[src/hdl/elfh_pkg.sv]
// Shared types, constants and the bucket-count function of the ELF hash table builder.
`timescale 1ns / 1ps

package elfh_pkg;

  localparam int unsigned HASH_W       = 28;
  localparam int unsigned SYM_W        = 12;
  localparam int unsigned COUNT_W      = 13;
  localparam int unsigned BUCKET_DEPTH = 2053;
  localparam int unsigned BUCKET_W     = $clog2(BUCKET_DEPTH);
  localparam int unsigned DIV_CNT_W    = $clog2(HASH_W);
  localparam int unsigned QUEUE_DEPTH  = 2;
  localparam int unsigned QPTR_W       = $clog2(QUEUE_DEPTH);
  localparam int unsigned QCNT_W       = $clog2(QUEUE_DEPTH + 1);

  // One finished name: its reduced-to-28-bit hash and the symbol index.
  typedef struct packed {
    logic [HASH_W-1:0] hash;
    logic [SYM_W-1:0]  sym;
  } req_t;

  // Back end sequencer states.
  typedef enum logic [2:0] {
    ST_CLEAR,
    ST_IDLE,
    ST_DIV,
    ST_READ,
    ST_LOOKUP
  } back_state_e;

  // Pick the bucket count from the prime list.
  function automatic logic [BUCKET_W-1:0] bucket_total(input logic [COUNT_W-1:0] count);
    logic [BUCKET_W-1:0] nb;
    if (count < COUNT_W'(3))         nb = BUCKET_W'(1);
    else if (count < COUNT_W'(17))   nb = BUCKET_W'(3);
    else if (count < COUNT_W'(37))   nb = BUCKET_W'(17);
    else if (count < COUNT_W'(67))   nb = BUCKET_W'(37);
    else if (count < COUNT_W'(97))   nb = BUCKET_W'(67);
    else if (count < COUNT_W'(131))  nb = BUCKET_W'(97);
    else if (count < COUNT_W'(197))  nb = BUCKET_W'(131);
    else if (count < COUNT_W'(263))  nb = BUCKET_W'(197);
    else if (count < COUNT_W'(521))  nb = BUCKET_W'(263);
    else if (count < COUNT_W'(1031)) nb = BUCKET_W'(521);
    else if (count < COUNT_W'(2053)) nb = BUCKET_W'(1031);
    else                             nb = BUCKET_W'(2053);
    return nb;
  endfunction

endpackage

[src/hdl/elfh_queue.sv]
// Short request queue between the hashing front end and the table back end.
`timescale 1ns / 1ps

module elfh_queue (
  input  logic           clk_i,
  input  logic           rst_ni,
  input  logic           push_i,
  input  elfh_pkg::req_t push_data_i,
  input  logic           pop_i,
  output elfh_pkg::req_t head_o,
  output logic           full_o,
  output logic           empty_o
);

  elfh_pkg::req_t                  entries_q [elfh_pkg::QUEUE_DEPTH];
  logic [elfh_pkg::QPTR_W-1:0]     wr_ptr_q, rd_ptr_q;
  logic [elfh_pkg::QCNT_W-1:0]     count_q;
  logic                            do_push, do_pop;

  assign full_o  = (count_q == elfh_pkg::QCNT_W'(elfh_pkg::QUEUE_DEPTH));
  assign empty_o = (count_q == '0);
  assign do_push = push_i && !full_o;
  assign do_pop  = pop_i && !empty_o;
  assign head_o  = entries_q[rd_ptr_q];

  always_ff @(posedge clk_i) begin
    if (do_push) begin
      entries_q[wr_ptr_q] <= push_data_i;
    end
  end

  always_ff @(posedge clk_i or negedge rst_ni) begin
    if (!rst_ni) begin
      wr_ptr_q <= '0;
      rd_ptr_q <= '0;
      count_q  <= '0;
    end else begin
      if (do_push) begin
        wr_ptr_q <= (wr_ptr_q == elfh_pkg::QPTR_W'(elfh_pkg::QUEUE_DEPTH - 1)) ? '0
                    : wr_ptr_q + 1'b1;
      end
      if (do_pop) begin
        rd_ptr_q <= (rd_ptr_q == elfh_pkg::QPTR_W'(elfh_pkg::QUEUE_DEPTH - 1)) ? '0
                    : rd_ptr_q + 1'b1;
      end
      if (do_push && !do_pop) begin
        count_q <= count_q + 1'b1;
      end else if (do_pop && !do_push) begin
        count_q <= count_q - 1'b1;
      end
    end
  end

endmodule

[config.mk]
export PLATFORM = sky130hd
export DESIGN_NAME = elfh_queue
export DESIGN_NICKNAME = d
export VERILOG_FILES = /design/src/hdl/elfh_pkg.sv /design/src/hdl/elfh_queue.sv
export SDC_FILE = /design/constraint.sdc
export NUM_CORES = 1
export LEC_CHECK = 0
export BUFFER_PORTS_ARGS = -buffer_cell sky130_fd_sc_hd__clkbuf_2
export CAP_MARGIN = 20
export CORE_MARGIN = 2
export CORE_UTILIZATION = 54
export CTS_BUF_LIST = sky130_fd_sc_hd__clkbuf_2
export DETAILED_ROUTE_END_ITERATION = 7
export PLACE_DENSITY = 0.81
export RECOVER_POWER = 100
export SYNTH_ARGS = -nofsm -noshare
export SYNTH_HDL_FRONTEND = slang
export SYNTH_SLANG_ARGS = --single-unit
[constraint.sdc]
create_clock -name clk_i -period 3.3 [get_ports clk_i]
set_input_delay 0.495 -clock clk_i [delete_from_list [all_inputs] [get_ports clk_i]]
set_output_delay 0.495 -clock clk_i [all_outputs]
set_load 0.005 [all_outputs]
# After elaboration in Yosys (flattened, before gate mapping)
# Memory sizes are Yosys's and may differ from the RTL's.
# Cells that the tools add are included.
[word_totals] regBits=4 ramBits=80 input_bits=44 word_cells=25 mem_count=1
[classes] add_sub_neg=4 n_eq_ne=1 muxes=6 reduce_logical=10
[mem_list] memory="entries_q" depth=2 word_bits=40 rd=1 rd_clocked_by_memory_dff=0 wr=1 line_no="elfh_queue.sv:15" text="elfh_pkg::req_t entries_q [elfh_pkg::QUEUE_DEPTH];"
[ops] op="$logic_and 1x1->1" count=4
[ops] op="$logic_not 1->1" count=4
[ops] op="$mux 1" count=4
[ops] op="$mux 2" count=2
[ops] op="$add 1x1->1 const B" count=2
[ops] op="$add 2x1->2 const B" count=1
[ops] op="$eq 2x2->1 const B" count=1
[ops] op="$logic_not 2->1" count=1
[ops] op="$reduce_bool 2->1" count=1
[ops] op="$sub 2x1->2 const B" count=1

# Longest topological paths before layout
[logic_depth] depth_word=7 mapped_depth=7 ltp_nobuf=7

# Worst setup path after synthesis
# OpenSTA, ideal clock, no wires.
[synth_path] path_type="register -> register" start="register count_q[0] in the netlist's numbering" end="memory entries_q[0][0] in the netlist's numbering (enable)" t_arrival_ns=2.334 t_required_ns=2.863 path_slack_ns=0.529 stages_incl_launch_ff=4 path_buffers=0 period_less_slack_ns=2.771 cell_sequence="dfrtp_1 -> nand2b_1 -> nand2_1 -> nor2_1"
[synth_between] elab_chain_cells=5
[synth_rtl] element="start, declared" line_no="elfh_queue.sv:17" text="logic [elfh_pkg::QCNT_W-1:0] count_q;"
[synth_rtl] element="start signal, assigned" line_no="elfh_queue.sv:47" text="count_q <= count_q + 1'b1;"
[synth_rtl] element="start signal, assigned" line_no="elfh_queue.sv:49" text="count_q <= count_q - 1'b1;"
[synth_rtl] element="$eq 2x2->1" line_no="elfh_queue.sv:20" text="assign full_o = (count_q == elfh_pkg::QCNT_W'(elfh_pkg::QUEUE_DEPTH));"
[synth_rtl] element="$logic_not 1->1" line_no="elfh_queue.sv:22" text="assign do_push = push_i && !full_o;"
[synth_rtl] element="$logic_and 1x1->1" line_no="elfh_queue.sv:22"
[synth_rtl] element="$mux 1" line_no="elfh_queue.sv:27" text="if (do_push) begin"
[synth_rtl] element="$mux 1 (implied by the code)" line_no="elfh_queue.sv:28" text="entries_q[wr_ptr_q] <= push_data_i;"
[synth_rtl] element="end, declared" line_no="elfh_queue.sv:15"
# Every way passes these cells.

# Worst setup path after layout
[layout_path] start="register count_q[0] in the netlist's numbering" end="memory entries_q[0][39] in the netlist's numbering (enable)"
# Same word-level chain as after synthesis.

==> impl_metrics.env <==
export IMPL_outcome="complete, but fails checks"
export IMPL_failed_checks="capacitance limit, slew limit"
export IMPL_clk_latency_ns=0.49
export IMPL_combinationalPowerShare_pct=27.7
export IMPL_final_setup_skew_ns=0.0153
export IMPL_worst_r2r_startpoint="count_q[0]$_DFFE_PN0P_"
export IMPL_power_density_cell_area_nw_per_um2=801
export IMPL_cts_htree_levels=3
export IMPL_dp_hpwl_um=3370
export IMPL_final_nets=284
export IMPL_postCtsSetupRepairBufs=0
export IMPL_fin_crit_sh_pct=78.0
export IMPL_synth_net_count=189
export IMPL_hold_class="in2reg"
export IMPL_timing_critical_path_slowest_stage_cell="sky130_fd_sc_hd__nor2_2"
export IMPL_setup_violations=0
export IMPL_syn_inst=144
export IMPL_yosys_warnings=0
export IMPL_grt_total_usage_pct=15.7
export IMPL_crit_family="simple AND/OR/NAND/NOR gates"
export IMPL_clock_path_buffers=2
export IMPL_cts_root_buf="sky130_fd_sc_hd__clkbuf_2"
export IMPL_share_clk_of_total_power_pct=19.1
export IMPL_cts_sinks=84
export IMPL_cts_reportedPaths_clkPinSlew_ns=0.21
export IMPL_drt_iter0_markers=88
export IMPL_rsz0062_at_grt="no"
export IMPL_path_buf_inv=1
export IMPL_cts_buffers=9
export IMPL_firstDrtPassIters=4
export IMPL_antenna_fix_cells=0
export IMPL_areaGrowthSynthToFinish_pct=12.7
export IMPL_grt_antenna_before_repair=0
export IMPL_drv_slew=41
export IMPL_yosysMostFrequentCell="sky130_fd_sc_hd__edfxtp_1"
export IMPL_final_util_pct=62.9
export IMPL_synth_largest_area_cell="sky130_fd_sc_hd__edfxtp_1"
export IMPL_crit_type="reg2reg"
export IMPL_die_width_um=82.0
export IMPL_die_y_um=82.0
export IMPL_post_cts_resized_instances=0
export IMPL_io_buffer_count=85
export IMPL_leakagePower_uw=0.00137
export IMPL_tightest_slew_ns=1.83
export IMPL_floorplan_initialDensity_pct=55.8
export IMPL_crit_arrival_ns=2.75
export IMPL_number_of_nets_with_antenna_violations_after_routing=0
export IMPL_final_hold_violation_count=0
export IMPL_final_setup_tns_ns=0
export IMPL_post_synth_top_area_fraction_pct=73.1
export IMPL_floorplan_core_area_um2=5890
export IMPL_wire_length_of_the_first_global_routing_pass_um=7420
export IMPL_detailroute_via_count=1566
export IMPL_ir_drop_mv=0.826
export IMPL_reg2reg_depth=4
export IMPL_worstSetupEndpointType="register"
export IMPL_net_switching_power_uw=853
export IMPL_post_drt_wl_per_cell_um=15.9
export IMPL_core_rowCount=28
export IMPL_regToRegEndpoint="entries_q[0][39]$_DFFE_PP_"
export IMPL_critPathLaunch="count_q[0]$_DFFE_PN0P_"
export IMPL_fillers=493
export IMPL_drv_cap=2
export IMPL_critPathMaxStageDelay_ns=1.13
export IMPL_cts_hold_buf=1
export IMPL_yosys_most_used_dff="sky130_fd_sc_hd__edfxtp_1"
export IMPL_ys_async_sr_fraction_pct=4.76
export IMPL_yosys_top_cells_area="sky130_fd_sc_hd__edfxtp_1, sky130_fd_sc_hd__mux2_4, sky130_fd_sc_hd__dfrtp_1"
export IMPL_min_path_cells=1
export IMPL_critical_path_cell_count=4
export IMPL_critPathCapture="entries_q[0][39]$_DFFE_PP_"
export IMPL_drt_total_wl_um=5050
export IMPL_worstPathMaxFanout=30
export IMPL_grt_remaining_overflow=0
export IMPL_gp_congestion=0.711
export IMPL_synth_edf_count=80
export IMPL_max_freq_mhz=389
export IMPL_drive_gt1_share_pct=30.9
export IMPL_worstSetupStartpointType="register"
export IMPL_finalWorstPathRequiredPeriod_ns=2.57
export IMPL_grt_max_degree=41
export IMPL_slew_headroom_pct=-22.2
export IMPL_crit_chain="nand2b_1, nand2_1, nor2_2, clkbuf_1"
export IMPL_remaining_drc_errors=0
export IMPL_post_synth_most_frequent_cells="sky130_fd_sc_hd__edfxtp_1, sky130_fd_sc_hd__mux2_4, sky130_fd_sc_hd__buf_12, sky130_fd_sc_hd__dfrtp_1"
export IMPL_rrSetupSlack_ns=0.73
export IMPL_ios=86
export IMPL_synth_seq_cells=84
export IMPL_seq_area_frac_synth_pct=76.1
export IMPL_first_global_vias=1611
export IMPL_synthesis_area_per_instance_um2=22.8
export IMPL_syn_cell_area_um2=3290
export IMPL_post_synth_num_cell_types=15
export IMPL_die_area_um2=6730
export IMPL_tritoncts="done"
export IMPL_sequential_share_of_power_pct=53.2
export IMPL_switching_share_pct=28.7
export IMPL_internal_power_uw=2120
export IMPL_vias_per_cell=4.92
export IMPL_req_time_crit_path_ns=3.48
## worst min path at each step
stage	start	endpoint	slack [ns]
4_1_cts	push_data_i[0]	entries_q[0][0]$_DFFE_PP_	0.12
5_1_grt	push_data_i[15]	entries_q[0][15]$_DFFE_PP_	0.12
3_5_place_dp	rst_ni	count_q[0]$_DFFE_PN0P_	0.31
6_report	push_data_i[0]	entries_q[0][0]$_DFFE_PP_	0.17
2_1_floorplan	rst_ni	count_q[0]$_DFFE_PN0P_	0.20
3_3_place_gp	rst_ni	count_q[0]$_DFFE_PN0P_	0.31
## power groups by stage
stage	clock network (uW)	registers (uW)	logic, uW
after CTS	576	1600	1060
after global placement	0	1610	1050
after floorplan	0	1550	839
final	567	1580	822
after detailed placement	0	1630	1060
after global routing	619	1610	914
## registers in the layout (all words and copies together), names as in the netlist
name / count
count_q: 2
wr_ptr_q: 1
rd_ptr_q: 1
entries_q: 80
## cell families (layout without fill, tap and decap cells)
group                    count (synthesis)  after routing  synth area share, %
multiplexers                            40             40                 18.2
XOR/XNOR                                 5              5                 1.33
adder cells (fa/ha/maj)                  1              1                0.381
AO/OA/AOI/OAI                            1              1                0.152
AND/OR/NAND/NOR                          6              6                0.838
flip-flops                              84             84                 76.1
buffers and inverters                    7            106                 3.01
## area by class of cell
class                           instances  area, um^2  share of cell area (%)
Sequential cell                        84        2500                    67.6
Tap cell                               75        93.8                    2.53
Inverter                                2        7.51                   0.203
Clock inverter                          5        77.6                    2.09
Timing Repair Buffer                   89         425                    11.5
Multi-Input combinational cell         53         546                    14.7
Clock buffer                           10        50.0                    1.35
## per-layer routing
metal	share of wire (%)	track usage (%)
met3	5.1	3.63
met2	50	24.5
met5	0	0
met4	2.7	10.8
met1	42	19.3
## worst reg2reg max path, stage by stage, from the launching register on
cell and delay [ns]:
sky130_fd_sc_hd__dfrtp_1 0.47, sky130_fd_sc_hd__nand2b_1 0.17, sky130_fd_sc_hd__nand2_1 0.12, sky130_fd_sc_hd__nor2_2 1.13, sky130_fd_sc_hd__clkbuf_1 0.38
## placed cells by master, fill, tap and decap left out, types with 2 or more instances in the layout
| cell type | instances |
|---|---|
| sky130_fd_sc_hd__edfxtp_1 | 80 |
| sky130_fd_sc_hd__clkbuf_2 | 65 |
| sky130_fd_sc_hd__mux2_1 | 38 |
| sky130_fd_sc_hd__clkbuf_1 | 32 |
| sky130_fd_sc_hd__xnor2_1 | 3 |
| sky130_fd_sc_hd__dfrtp_1 | 3 |
| sky130_fd_sc_hd__inv_1 | 2 |
| sky130_fd_sc_hd__nor2_1 | 2 |
| sky130_fd_sc_hd__xor2_1 | 2 |
| sky130_fd_sc_hd__clkinv_2 | 2 |
| sky130_fd_sc_hd__bufinv_16 | 2 |
## metrics by stage
step	hold slack (ns)	instance area [um^2]	total power [uW]	setup slack [ns]	cells
floorplan	0.199	3290	2390	0.529	144
detailed placement	0.311	3760	2690	1.26	302
global route	0.117	3700	3140	0.416	318
CTS	0.125	3900	3250	0.736	318
finish	0.174	3700	2970	0.727	318
global placement	0.310	3760	2660	1.33	302
No activity file was read; power rests on OpenSTA's default activity.
