--- src/hdl/elfh_pkg.sv ---
// Shared types, constants and the bucket-count function of the ELF hash table builder.
`timescale 1ns / 1ps

package elfh_pkg;

  localparam int unsigned HASH_W       = 28;
  localparam int unsigned SYM_W        = 12;
  localparam int unsigned COUNT_W      = 13;
  localparam int unsigned BUCKET_DEPTH = 2053;
  localparam int unsigned BUCKET_W     = $clog2(BUCKET_DEPTH);
  localparam int unsigned DIV_CNT_W    = $clog2(HASH_W);
  localparam int unsigned QUEUE_DEPTH  = 2;
  localparam int unsigned QPTR_W       = $clog2(QUEUE_DEPTH);
  localparam int unsigned QCNT_W       = $clog2(QUEUE_DEPTH + 1);

  // One finished name: its reduced-to-28-bit hash and the symbol index.
  typedef struct packed {
    logic [HASH_W-1:0] hash;
    logic [SYM_W-1:0]  sym;
  } req_t;

  // Back end sequencer states.
  typedef enum logic [2:0] {
    ST_CLEAR,
    ST_IDLE,
    ST_DIV,
    ST_READ,
    ST_LOOKUP
  } back_state_e;

  // Pick the bucket count from the prime list.
  function automatic logic [BUCKET_W-1:0] bucket_total(input logic [COUNT_W-1:0] count);
    logic [BUCKET_W-1:0] nb;
    if (count < COUNT_W'(3))         nb = BUCKET_W'(1);
    else if (count < COUNT_W'(17))   nb = BUCKET_W'(3);
    else if (count < COUNT_W'(37))   nb = BUCKET_W'(17);
    else if (count < COUNT_W'(67))   nb = BUCKET_W'(37);
    else if (count < COUNT_W'(97))   nb = BUCKET_W'(67);
    else if (count < COUNT_W'(131))  nb = BUCKET_W'(97);
    else if (count < COUNT_W'(197))  nb = BUCKET_W'(131);
    else if (count < COUNT_W'(263))  nb = BUCKET_W'(197);
    else if (count < COUNT_W'(521))  nb = BUCKET_W'(263);
    else if (count < COUNT_W'(1031)) nb = BUCKET_W'(521);
    else if (count < COUNT_W'(2053)) nb = BUCKET_W'(1031);
    else                             nb = BUCKET_W'(2053);
    return nb;
  endfunction

endpackage

--- src/hdl/elfh_front.sv ---
// Front end: folds name bytes into the ELF hash and queues finished names.
`timescale 1ns / 1ps

module elfh_front (
  input  logic                        clk_i,
  input  logic                        rst_ni,
  input  logic                        enable_i,
  input  logic                        valid_i,
  output logic                        ready_o,
  input  logic [7:0]                  name_byte_i,
  input  logic [elfh_pkg::SYM_W-1:0]  symbol_index_i,
  input  logic                        full_i,
  output logic                        push_o,
  output elfh_pkg::req_t              push_data_o
);

  logic [elfh_pkg::HASH_W-1:0] acc_q, acc_d;
  logic [31:0]                 sum;
  logic [3:0]                  top_nib;
  logic                        accept;
  logic                        is_term;

  assign ready_o = enable_i && !full_i;
  assign accept  = valid_i && ready_o;
  assign is_term = (name_byte_i == 8'd0);

  // h = (h << 4) + byte, then fold the top nibble back in at bit 4 and drop it.
  assign sum     = {acc_q, 4'b0000} + {24'd0, name_byte_i};
  assign top_nib = sum[31:28];

  always_comb begin
    acc_d = acc_q;
    if (accept) begin
      if (is_term) begin
        acc_d = '0;
      end else begin
        acc_d = sum[27:0] ^ {20'd0, top_nib, 4'b0000};
      end
    end
  end

  assign push_o           = accept && is_term;
  assign push_data_o.hash = acc_q;
  assign push_data_o.sym  = symbol_index_i;

  always_ff @(posedge clk_i or negedge rst_ni) begin
    if (!rst_ni) begin
      acc_q <= '0;
    end else begin
      acc_q <= acc_d;
    end
  end

endmodule

--- config.mk ---
export PLATFORM = sky130hd
export DESIGN_NAME = elfh_front
export DESIGN_NICKNAME = d
export VERILOG_FILES = /design/src/hdl/elfh_pkg.sv /design/src/hdl/elfh_front.sv
export SDC_FILE = /design/constraint.sdc
export NUM_CORES = 1
export LEC_CHECK = 0
export BUFFER_PORTS_ARGS = -buffer_cell sky130_fd_sc_hd__buf_2
export CAP_MARGIN = 30
export CELL_PAD_IN_SITES_DETAIL_PLACEMENT = 1
export CELL_PAD_IN_SITES_GLOBAL_PLACEMENT = 2
export CORE_MARGIN = 2
export CORE_UTILIZATION = 28
export CTS_BUF_LIST = sky130_fd_sc_hd__clkbuf_8 sky130_fd_sc_hd__clkbuf_16
export DETAILED_ROUTE_END_ITERATION = 16
export PLACE_DENSITY = 0.9
export SETUP_SLACK_MARGIN = 0.2
export SLEW_MARGIN = 25
export SYNTH_ARGS = -nofsm -noshare
export SYNTH_HDL_FRONTEND = slang
export SYNTH_SLANG_ARGS = --single-unit
--- constraint.sdc ---
create_clock -name clk_i -period 2.7 [get_ports clk_i]
set_input_delay 0.27 -clock clk_i [delete_from_list [all_inputs] [get_ports clk_i]]
set_output_delay 0.27 -clock clk_i [all_outputs]
set_load 0.02 [all_outputs]
* After elaboration in Yosys (flattened, before gate mapping)
Index checks and enable logic that the tools add are counted.
** Word-level totals
- Word-level logic and storage cells :: 9
- Register bits after elaboration :: 28
- Input bits :: 25
- Output and inout port bits :: 42
** Cells by class
- Add/sub/neg operators :: 1
- Mux-type cells :: 1
- Reductions and logical operators :: 5
- Bitwise gates (word level) :: 1
** Operators with widths (count)
- $add 32x8->32 :: 1
- $mux 28 :: 1
- $xor 28x8->28 :: 1
- $logic_not 8->1 :: 1
- $logic_and 1x1->1 :: 3
- $logic_not 1->1 :: 1

* Depth between registers and ports, before layout
Gate-level depths: netlist of run 1.
- Word-level depth :: 4
- Gate-level depth with buffers :: 8
- Mapped depth without buffers :: 7

* Worst setup path before layout of run 1
No wires, ideal clock.
- Kind :: flip-flop to flip-flop
- Start :: register acc_q[0] (netlist name)
- End :: register acc_q[6] (netlist name)
- Slack :: 485 ps
- Period minus slack after synthesis :: 2215 ps
- Library setup time :: 129 ps
- Data required time :: 2571 ps
- Path buffers :: 1
- Arrival time :: 2086 ps
- Cell stages (with the launch flop) :: 9
- Cells stage by stage :: dfrtp_1 -> ha_1 -> fa_1 -> a21o_1 -> a31oi_1 -> clkbuf_1 -> nor4_1 -> xnor2_1 -> o21ai_1
** Between the ends
- Cells in the longest elaborated chain, start to end :: 3
** RTL lines
- start, declared :: line elfh_front.sv:17 : logic [elfh_pkg::HASH_W-1:0] acc_q, acc_d;
- start signal, assigned :: line elfh_front.sv:48 : acc_q <= '0;
- start signal, assigned :: line elfh_front.sv:50 : acc_q <= acc_d;
- $add 32x8->32 :: line elfh_front.sv:28 : assign sum = {acc_q, 4'b0000} + {24'd0, name_byte_i};
- $xor 28x8->28 :: line elfh_front.sv:37 : acc_d = sum[27:0] ^ {20'd0, top_nib, 4'b0000};
- $mux 28 :: line elfh_front.sv:34 : if (is_term) begin
No other way between the ends.
A chain may end at the register's enable or synchronous reset.

* Worst setup path after layout of run 1
- Start :: register acc_q[0] (netlist name)
- End :: register acc_q[4] (netlist name)
The elaborated chain is that of the path after synthesis.

==> results.tsv, run 1 <==
metric	value	unit
crit_path_end_kind	flip-flop	
start_util	0.289	
io-pin-count	67	
synth-async-reset-ratio	1.00	
r2r_end	acc_q[4]	
setup_viol	0	
cts_root_buffer	clkbuf_8	
grt_pass1_vias	1726	
crit_path_max_fanout	12	
hold_buffers	0	
die_h	84.9	µm
vias	1558	
syn_avg_cell_area	9.07	µm²
ys_ff_latch	28	
synth_edf_count	0	
finish.utilization	0.332	
fin_setup_tns	0	ns
post-route-drc-count	0	
routabilityCongestion	0.833	
synth.distinct_cells	38	
synth-seq-area-share	0.382	
grt_usage	0.141	
antennaDiodeCount	0	
numPlacedInstances	304	
grt_first_pass_wirelength	8.37	mm
top_regs	acc_q x28	
max_stage_delay	0.41	ns
crit_cells	8	
ys.flop_type	dfrtp_1	
drtAntennaViolNets	0	
tightest_slew	0.660	ns
cts.path.max_buffers	2	
r2r_start	acc_q[0]	
endpoint	acc_q[4]	
antenna_found_initial	0	
hold_path.class	input pin to asynchronous set/reset pin	
ff2ff_setup_slack	0.60	ns
core_area	6350	µm²
p_switching	0.000807	W
worstSetupStartpoint	acc_q[0]	
post_drt_wl_per_cell	15.6	µm
cts.sink_count	28	
nets	262	
synth.net_count	232	
irDropWorstVdd	263	µV
combPwrFrac	0.397	
numPortBuffers	42	
cts_tree	done	
finalMaxSlewViolations	0	
grt_max_degree	29	
layout_min_cycle_time	2.10	ns
synthCells	202	
cts_setup_buffers	0	
cp_slowest_cell	dfrtp_1	
cts_resized	0	
die_area	7210	µm²
cp.arrival	2.31	ns
fill_cells	744	
cts_buffers	3	
rsz0062_at_grt	no	
synthToLayoutAreaGrowth	15.0	%
fp.dieW	84.9	µm
ys_warn_count	0	
instances_no_fill	308	
crit_buf_inv	1	
finalCritPeriodShare	0.778	
skew	0.00458	ns
power_density	880	nW/µm²
path_class	flip-flop to flip-flop	
clk-insertion-delay-late	0.28	ns
p_sw_frac	0.435	
cp_top_family	adder cells	
syn-cell-area	1830	µm²
max-slew-margin-rel	0.560	
r2r_cells	8	
drive_above_1_share	0.277	
cap_violations	0	
fmax	0.476	GHz
finalWirelength	4.80	mm
cp_cell_sequence	ha_1 -> fa_1 -> a21o_1 -> a31oi_1 -> buf_4 -> nor4_1 -> xnor2_1 -> o21ai_0	
path_clk_slew	0.10	ns
start_kind	flip-flop	
power	0.00186	W
synthTopCellsByArea	dfrtp_1 (38%), xnor2_1 (9.6%), nand2_1 (6.3%), o21ai_0 (6.3%), buf_4 (4.9%)	
run_status	complete, no violations	
drt_first_pass_iters	4	
power_frac_clock	0.185	
top_register	acc_q	
synth_top_area_frac	0.382	
worstPathRequired	2.90	ns
viasPerCell	5.06	
fp-row-count	29	
p_seq_frac	0.418	
hold_violations	0	
leakage	0.934	nW
p_int	0.00105	W
largest_reg_flops	28	
gr-total-overflow	0	
detailed_place_hpwl	3.62	mm
post-synth-top-area-cell	dfrtp_1	
drt_iter0_markers	44	
htreeDepth	1	
worst reg2reg max path, delay by kind of cell, from the launching register on:
| kind | cells | cell delay (ns) |
|---|---|---|
| fa+ha+maj | 2 | 0.63 |
| compound gates | 3 | 0.54 |
| flops | 1 | 0.41 |
| buf+inv | 1 | 0.23 |
| xor+xnor | 1 | 0.13 |
| simple gates | 1 | 0.10 |
logic make-up (layout without fill, tap and decap cells):
logic type | Yosys count | count (layout) | synth area share
and+or+nand+nor | 72 | 72 | 0.210
AOI/OAI and AO/OA | 40 | 40 | 0.131
xor gates and xnor gates | 28 | 28 | 0.134
DFF | 28 | 28 | 0.382
buffers and inverters | 25 | 54 | 0.0805
adders and majority gates | 5 | 5 | 0.0382
muxes | 4 | 4 | 0.0246
worst min path at each step:
| stage | endpoint | slack (ns) | from |
|---|---|---|---|
| 6_report | acc_q[8] | 0.005 | rst_ni |
| 3_3_place_gp | acc_q[3] | 0.33 | rst_ni |
| 3_5_place_dp | acc_q[2] | 0.34 | rst_ni |
| 4_1_cts | acc_q[8] | 0.03 | rst_ni |
| 2_1_floorplan | acc_q[0] | -0.03 | rst_ni |
| 5_1_grt | acc_q[8] | 0.04 | rst_ni |
per-layer routing:
layer / GRT usage / vias to the layer above / share of wire
met5: 0 / - / 0
met2: 0.246 / 26 / 0.49
met4: 0.0390 / 0 / 0.0098
li1: - / 754 / -
met1: 0.182 / 774 / 0.46
met3: 0.0224 / 4 / 0.034
per-stage QoR:
step                cell area [µm²]  hold slack, ns  setup slack [ns]
floorplan                      1830         -0.0256             0.485
global placement               2040           0.329             0.618
detailed placement             2040           0.343             0.580
CTS                            2110          0.0322             0.580
global route                   2110          0.0386             0.453
finish                         2110         0.00532             0.599
cell usage in the layout, fill, tap and decap left out, types with 3 or more instances in the layout:
master     n
nor3_1     3
nor2_1    10
xnor2_1   20
buf_2     42
ha_1       4
clkbuf_8   3
o21ai_0   23
nand4_2    3
xor2_1     8
dfrtp_1   28
inv_1      4
nand2_1   31
nor4_1     6
nand3_1    6
nand4_1    3
o211ai_1   6
buf_4      4
mux2_2     4
synthesized netlist by cell type (3+ instances only):
master / count
buf_4: 12
clkbuf_1: 7
dfrtp_1: 28
ha_1: 4
inv_1: 4
mux2_2: 4
nand2_1: 31
nand3_1: 6
nand4_1: 3
nand4_2: 3
nor2_1: 10
nor3_1: 3
nor4_1: 6
o211ai_1: 6
o21ai_0: 23
xnor2_1: 20
xor2_1: 8
cell type report:
class,count,area [µm²],share of cell area
Sequential cell,28,701,0.332
Tap cell,77,96.3,0.0457
Timing Repair Buffer,46,240,0.114
Multi-Input combinational cell,149,985,0.467
Clock inverter,1,30.0,0.0142
Clock buffer,3,41.3,0.0196
Inverter,4,15.0,0.00712
power by group through the flow:
| stage | registers [W] | clock network, W | logic (W) |
|---|---|---|---|
| global route | 0.000815 | 0.000364 | 0.000813 |
| CTS | 0.000778 | 0.000350 | 0.000751 |
| detailed placement | 0.000787 | 0 | 0.000745 |
| floorplan | 0.000887 | 0 | 0.000382 |
| finish | 0.000775 | 0.000343 | 0.000737 |
| global placement | 0.000783 | 0 | 0.000732 |
Note: power is estimated with default switching activity, not from simulation.
==> run 2: changes to the inputs <==
==> constraint.sdc (replaced) <==
create_clock -name clk_i -period 2.1 [get_ports clk_i]
set_input_delay 0.21 -clock clk_i [delete_from_list [all_inputs] [get_ports clk_i]]
set_output_delay 0.21 -clock clk_i [all_outputs]
set_load 0.02 [all_outputs]
==> results.tsv, run 2 (synthesis results as in run 1) <==
metric	value	unit	change
run_status	complete, no violations		
grt_usage	0.159		+0.0173
grt_max_degree	29		unchanged
fp.dieW	84.9	µm	unchanged
hold_path.class	input pin to flip-flop		
finalWirelength	5.51	mm	+15%
start_util	0.289		unchanged
leakage	1.06	nW	+13%
fin_setup_tns	0	ns	unchanged
nets	280		+6.9%
r2r_cells	8		unchanged
skew	0.00595	ns	+0.00138 ns
finalMaxSlewViolations	0		unchanged
synthToLayoutAreaGrowth	30.6	%	
instances_no_fill	326		+5.8%
setup_viol	0		unchanged
cp_top_family	adder cells		
grt_pass1_vias	1794		+3.9%
die_h	84.9	µm	unchanged
r2r_end	acc_q[22]		
rsz0062_at_grt	yes		
post-route-drc-count	0		unchanged
detailed_place_hpwl	4.01	mm	+11%
fill_cells	723		-2.8%
cts.sink_count	28		unchanged
min-delay-start	name_byte_i[2]		
layout_min_cycle_time	1.99	ns	-0.111 ns
io-pin-count	67		unchanged
irDropWorstVdd	333	µV	+26%
finalCritPeriodShare	0.948		+0.170
cp_cell_sequence	ha_4 -> fa_2 -> a21o_1 -> a31oi_4 -> buf_6 -> nor3_1 -> xnor2_1 -> o21ai_0		
htreeDepth	1		unchanged
hold_violations	0		unchanged
seq_area	707	µm²	+0.89%
path_class	flip-flop to flip-flop		
final_cell_mix	buf_2 (42), nand2_1 (31), dfrtp_1 (23), xnor2_1 (18), buf_4 (18)		
die_area	7210	µm²	unchanged
combPwrFrac	0.471		+0.074
crit_path_end_kind	flip-flop		
gr-total-overflow	0		unchanged
holdPathStages	2		
numPortBuffers	42		unchanged
drt_first_pass_iters	4		unchanged
numPlacedInstances	316		+3.9%
worstPathRequired	2.27	ns	-0.63 ns
path_clk_slew	0.11	ns	about the same
cap_violations	0		unchanged
core_area	6350	µm²	unchanged
min_to	acc_q[2]		
tightest_slew	0.668	ns	+0.00767 ns
ff2ff_setup_slack	0.11	ns	-0.49 ns
start_kind	flip-flop		
viasPerCell	5.06		about the same
r2r_start	acc_q[0]		
crit_path_max_fanout	7		-5
final_common_cell	buf_2		
max_stage_delay	0.44	ns	+0.03 ns
fmax	0.502	GHz	+5.6%
p_int	0.00150	W	+44%
cts_buffers	3		unchanged
routabilityCongestion	0.792		-5.0%
multiInputGateArea	1120	µm²	+13%
post_drt_wl_per_cell	16.9	µm	+8.3%
grt_first_pass_wirelength	9.23	mm	+10%
cp_slowest_cell	dfrtp_2		
drt_iter0_markers	53		+20%
max-slew-margin-rel	0.555		-0.00512
cts.path.max_buffers	2		unchanged
cts_root_buffer	clkbuf_8		
drtAntennaViolNets	0		unchanged
p_switching	0.00114	W	+41%
largest_reg_flops	28		unchanged
drive_above_1_share	0.402		+0.125
p_seq_frac	0.361		-0.057
fp-row-count	29		unchanged
p_sw_frac	0.431		-0.00450
power_frac_clock	0.168		-0.017
clk-insertion-delay-late	0.28	ns	about the same
power_density	1100	nW/µm²	+25%
antenna_found_initial	0		unchanged
top_regs	acc_q x28		
antennaDiodeCount	0		unchanged
cts_tree	done		
cp.arrival	2.16	ns	-0.15 ns
top_register	acc_q		
vias	1648		+5.8%
crit_buf_inv	1		unchanged
## run 2: changes by cell type in the layout (fill, tap and decap cells not counted), sizes merged
cell | before | now
buf | 46 | 63
dlygate4sd3 | 0 | 1
## run 2: metrics by stage
stage,instance area (µm²),setup slack (ns),total power [W],hold WS [ns],util
after CTS,2250,0.142,0.00257,0.175,0.355
after global routing,2390,0.0413,0.00284,0.171,0.377
after floorplan,1870,0.189,0.00165,-0.0856,-
final,2390,0.110,0.00264,0.179,0.377
after detailed placement,2150,0.156,0.00210,0.288,0.339
after global placement,2150,0.215,0.00207,0.282,0.339
## run 2: layout make-up
class                   instances  area share
clock buffers                   3      0.0172
clock inverters                 1      0.0125
inverters                       4     0.00627
multi-input cells             149       0.466
flip-flops and latches         28       0.295
well taps                      77      0.0402
repair buffers                 64       0.162
## run 2: how the worst max path moves through the flow
stage	startpoint	end	slack (ns)	cells after the start
floorplan	acc_q[0]	acc_q[22]	0.19	8
global placement	acc_q[0]	acc_q[20]	0.21	8
detailed placement	acc_q[0]	acc_q[26]	0.16	8
CTS	acc_q[0]	acc_q[20]	0.14	8
global route	acc_q[0]	acc_q[26]	0.04	8
finish	acc_q[0]	acc_q[22]	0.11	8
## run 2: timing repair
item,4_1_cts,5_1_grt
endpoints found under the hold margin,28,0
pin swaps,1,8
hold buffers,1,0
resized for setup,2,27
endpoints found under the setup margin,12,22
setup buffers,3,2
## run 2: metal layers
metal | global-route usage | vias to the layer above | wire length (µm)
met5 | 0 | - | 0
met4 | 0.0476 | 0 | 41
met3 | 0.0204 | 4 | 95
met2 | 0.270 | 19 | 2730
met1 | 0.211 | 840 | 2640
li1 | - | 785 | -
## run 2: power groups by stage
stage	Clock (W)	Combinational [W]	Sequential (W)
final	0.000444	0.00124	0.000953
after global routing	0.000481	0.00136	0.000994
after CTS	0.000454	0.00118	0.000943
after detailed placement	0	0.00115	0.000952
after global placement	0	0.00113	0.000944
after floorplan	0	0.000509	0.00114
==> run 3: changes to the inputs <==
--- a/config.mk
+++ b/config.mk
@@ -9,6 +9,7 @@
 export CAP_MARGIN = 30
 export CELL_PAD_IN_SITES_DETAIL_PLACEMENT = 1
 export CELL_PAD_IN_SITES_GLOBAL_PLACEMENT = 2
+export CORE_ASPECT_RATIO = 0.5
 export CORE_MARGIN = 2
 export CORE_UTILIZATION = 28
 export CTS_BUF_LIST = sky130_fd_sc_hd__clkbuf_8 sky130_fd_sc_hd__clkbuf_16
==> results.tsv, run 3 (synthesis results as in run 1) <==
metric	value	unit	change
run_status	complete, no violations		
cts_tree	done		
min_to	acc_q[1]		
setup_viol	0		unchanged
drive_above_1_share	0.379		-0.0230
finalMaxSlewViolations	0		unchanged
final_cell_mix	buf_2 (42), nand2_1 (31), dfrtp_1 (22), xnor2_1 (19), o21ai_0 (15)		
cp_cell_sequence	ha_4 -> fa_2 -> a21o_1 -> a31oi_4 -> buf_6 -> nor4_2 -> xnor2_1 -> o21ai_1		
die_area	7250	µm²	+0.54%
grt_usage	0.153		-0.00551
core_area	6210	µm²	-2.3%
power_density	1130	nW/µm²	+2.7%
numPlacedInstances	321		+1.6%
min-delay-start	name_byte_i[1]		
hold_violations	0		unchanged
instances_no_fill	331		+1.5%
crit_buf_inv	1		unchanged
r2r_start	acc_q[0]		
grt_max_degree	29		unchanged
drt_first_pass_iters	4		unchanged
cts.sink_count	28		unchanged
fp.dieW	118	µm	+39%
tightest_slew	0.665	ns	-0.00237 ns
crit_path_end_kind	flip-flop		
ff2ff_setup_slack	0.16	ns	+0.05 ns
worstPathRequired	2.25	ns	-0.02 ns
detailed_place_hpwl	3.78	mm	-5.7%
numPortBuffers	42		unchanged
drtAntennaViolNets	0		unchanged
antenna_found_initial	0		unchanged
cap_violations	0		unchanged
antennaDiodeCount	0		unchanged
viasPerCell	4.92		-2.7%
post_drt_wl_per_cell	15.9	µm	-6.1%
drt_iter0_markers	66		+25%
leakage	1.01	nW	-4.7%
cp_top_family	adder cells		
fin_setup_tns	0	ns	unchanged
r2r_end	acc_q[6]		
hold_path.class	input pin to flip-flop		
synthToLayoutAreaGrowth	28.9	%	
largest_reg_flops	28		unchanged
irDropWorstVdd	354	µV	+6.3%
grt_pass1_vias	1706		-4.9%
gr-total-overflow	0		unchanged
crit_path_max_fanout	6		-1
holdPathStages	2		unchanged
layout_min_cycle_time	1.94	ns	-0.0470 ns
die_h	61.2	µm	-28%
max_stage_delay	0.42	ns	-0.02 ns
power	0.00268	W	+1.3%
htreeDepth	1		unchanged
cp_slowest_cell	dfrtp_2		
start_kind	flip-flop		
r2r_cells	8		unchanged
rsz0062_at_grt	yes		
cp.arrival	2.09	ns	-0.07 ns
skew	0.00610	ns	+0.000148 ns
cts.path.max_buffers	2		unchanged
start_util	0.295		+0.00669
max-slew-margin-rel	0.556		+0.00158
vias	1628		-1.2%
path_class	flip-flop to flip-flop		
fmax	0.515	GHz	+2.4%
cts_buffers	3		unchanged
top_register	acc_q		
post-route-drc-count	0		unchanged
finalWirelength	5.25	mm	-4.6%
cts_root_buffer	clkbuf_16		
top_regs	acc_q x28		
path_clk_slew	0.07	ns	-0.04 ns
routabilityCongestion	0.829		+4.7%
nets	274		-2.1%
finalCritPeriodShare	0.925		-0.0224
clk-insertion-delay-late	0.27	ns	about the same
final_common_cell	buf_2		
fill_cells	754		+4.3%
grt_first_pass_wirelength	8.67	mm	-6.0%
fp-row-count	20		-31%
io-pin-count	67		unchanged
run 3: stage by stage:
stage	area, µm²	hold slack, ns	setup slack, ns	util
final	2360	0.192	0.157	0.381
after global routing	2360	0.185	0.0519	0.381
after CTS	2310	0.183	0.165	0.372
after detailed placement	2120	0.289	0.132	0.341
after global placement	2120	0.268	0.162	0.341
after floorplan	1870	-0.0856	0.189	-
run 3: how the worst max path moves through the flow:
| stage | endpoint | cells after the start | start |
|---|---|---|---|
| 2_1_floorplan | acc_q[22] | 8 | acc_q[0] |
| 3_3_place_gp | acc_q[24] | 8 | acc_q[0] |
| 3_5_place_dp | acc_q[24] | 8 | acc_q[0] |
| 4_1_cts | acc_q[24] | 8 | acc_q[0] |
| 5_1_grt | acc_q[27] | 7 | acc_q[1] |
| 6_report | acc_q[6] | 8 | acc_q[0] |
run 3: what timing repair did:
action                                  in CTS  in global routing
gates cloned                                 1                  0
endpoints found under the setup margin      12                 21
hold buffers                                 1                  0
hold endpoints to repair                    19                  0
gates resized for setup                     10                 16
pin swaps                                    1                  5
buffers inserted                             2                  2
run 3: area by class of cell:
type,count,area (µm²),share of cell area
multi-input cells,149,1080,0.459
flip-flops and latches,28,708,0.300
repair buffers,58,340,0.144
well taps,88,110,0.0466
clock buffers,3,75.1,0.0318
clock inverters,1,30.0,0.0127
inverters,4,15.0,0.00635
run 3: power by group:
part	internal [W]	switching (W)	total [W]
clock	0.000380	0.000198	0.000578
combinational	0.000473	0.000628	0.00110
sequential	0.000717	0.000282	0.000998
run 3: metal layers:
metal	GRT usage	share of wire	vias to the layer above
met5	0	0	-
met4	0.0578	0.011	0
met3	0.0296	0.040	8
met2	0.273	0.50	32
met1	0.193	0.45	811
li1	-	-	777
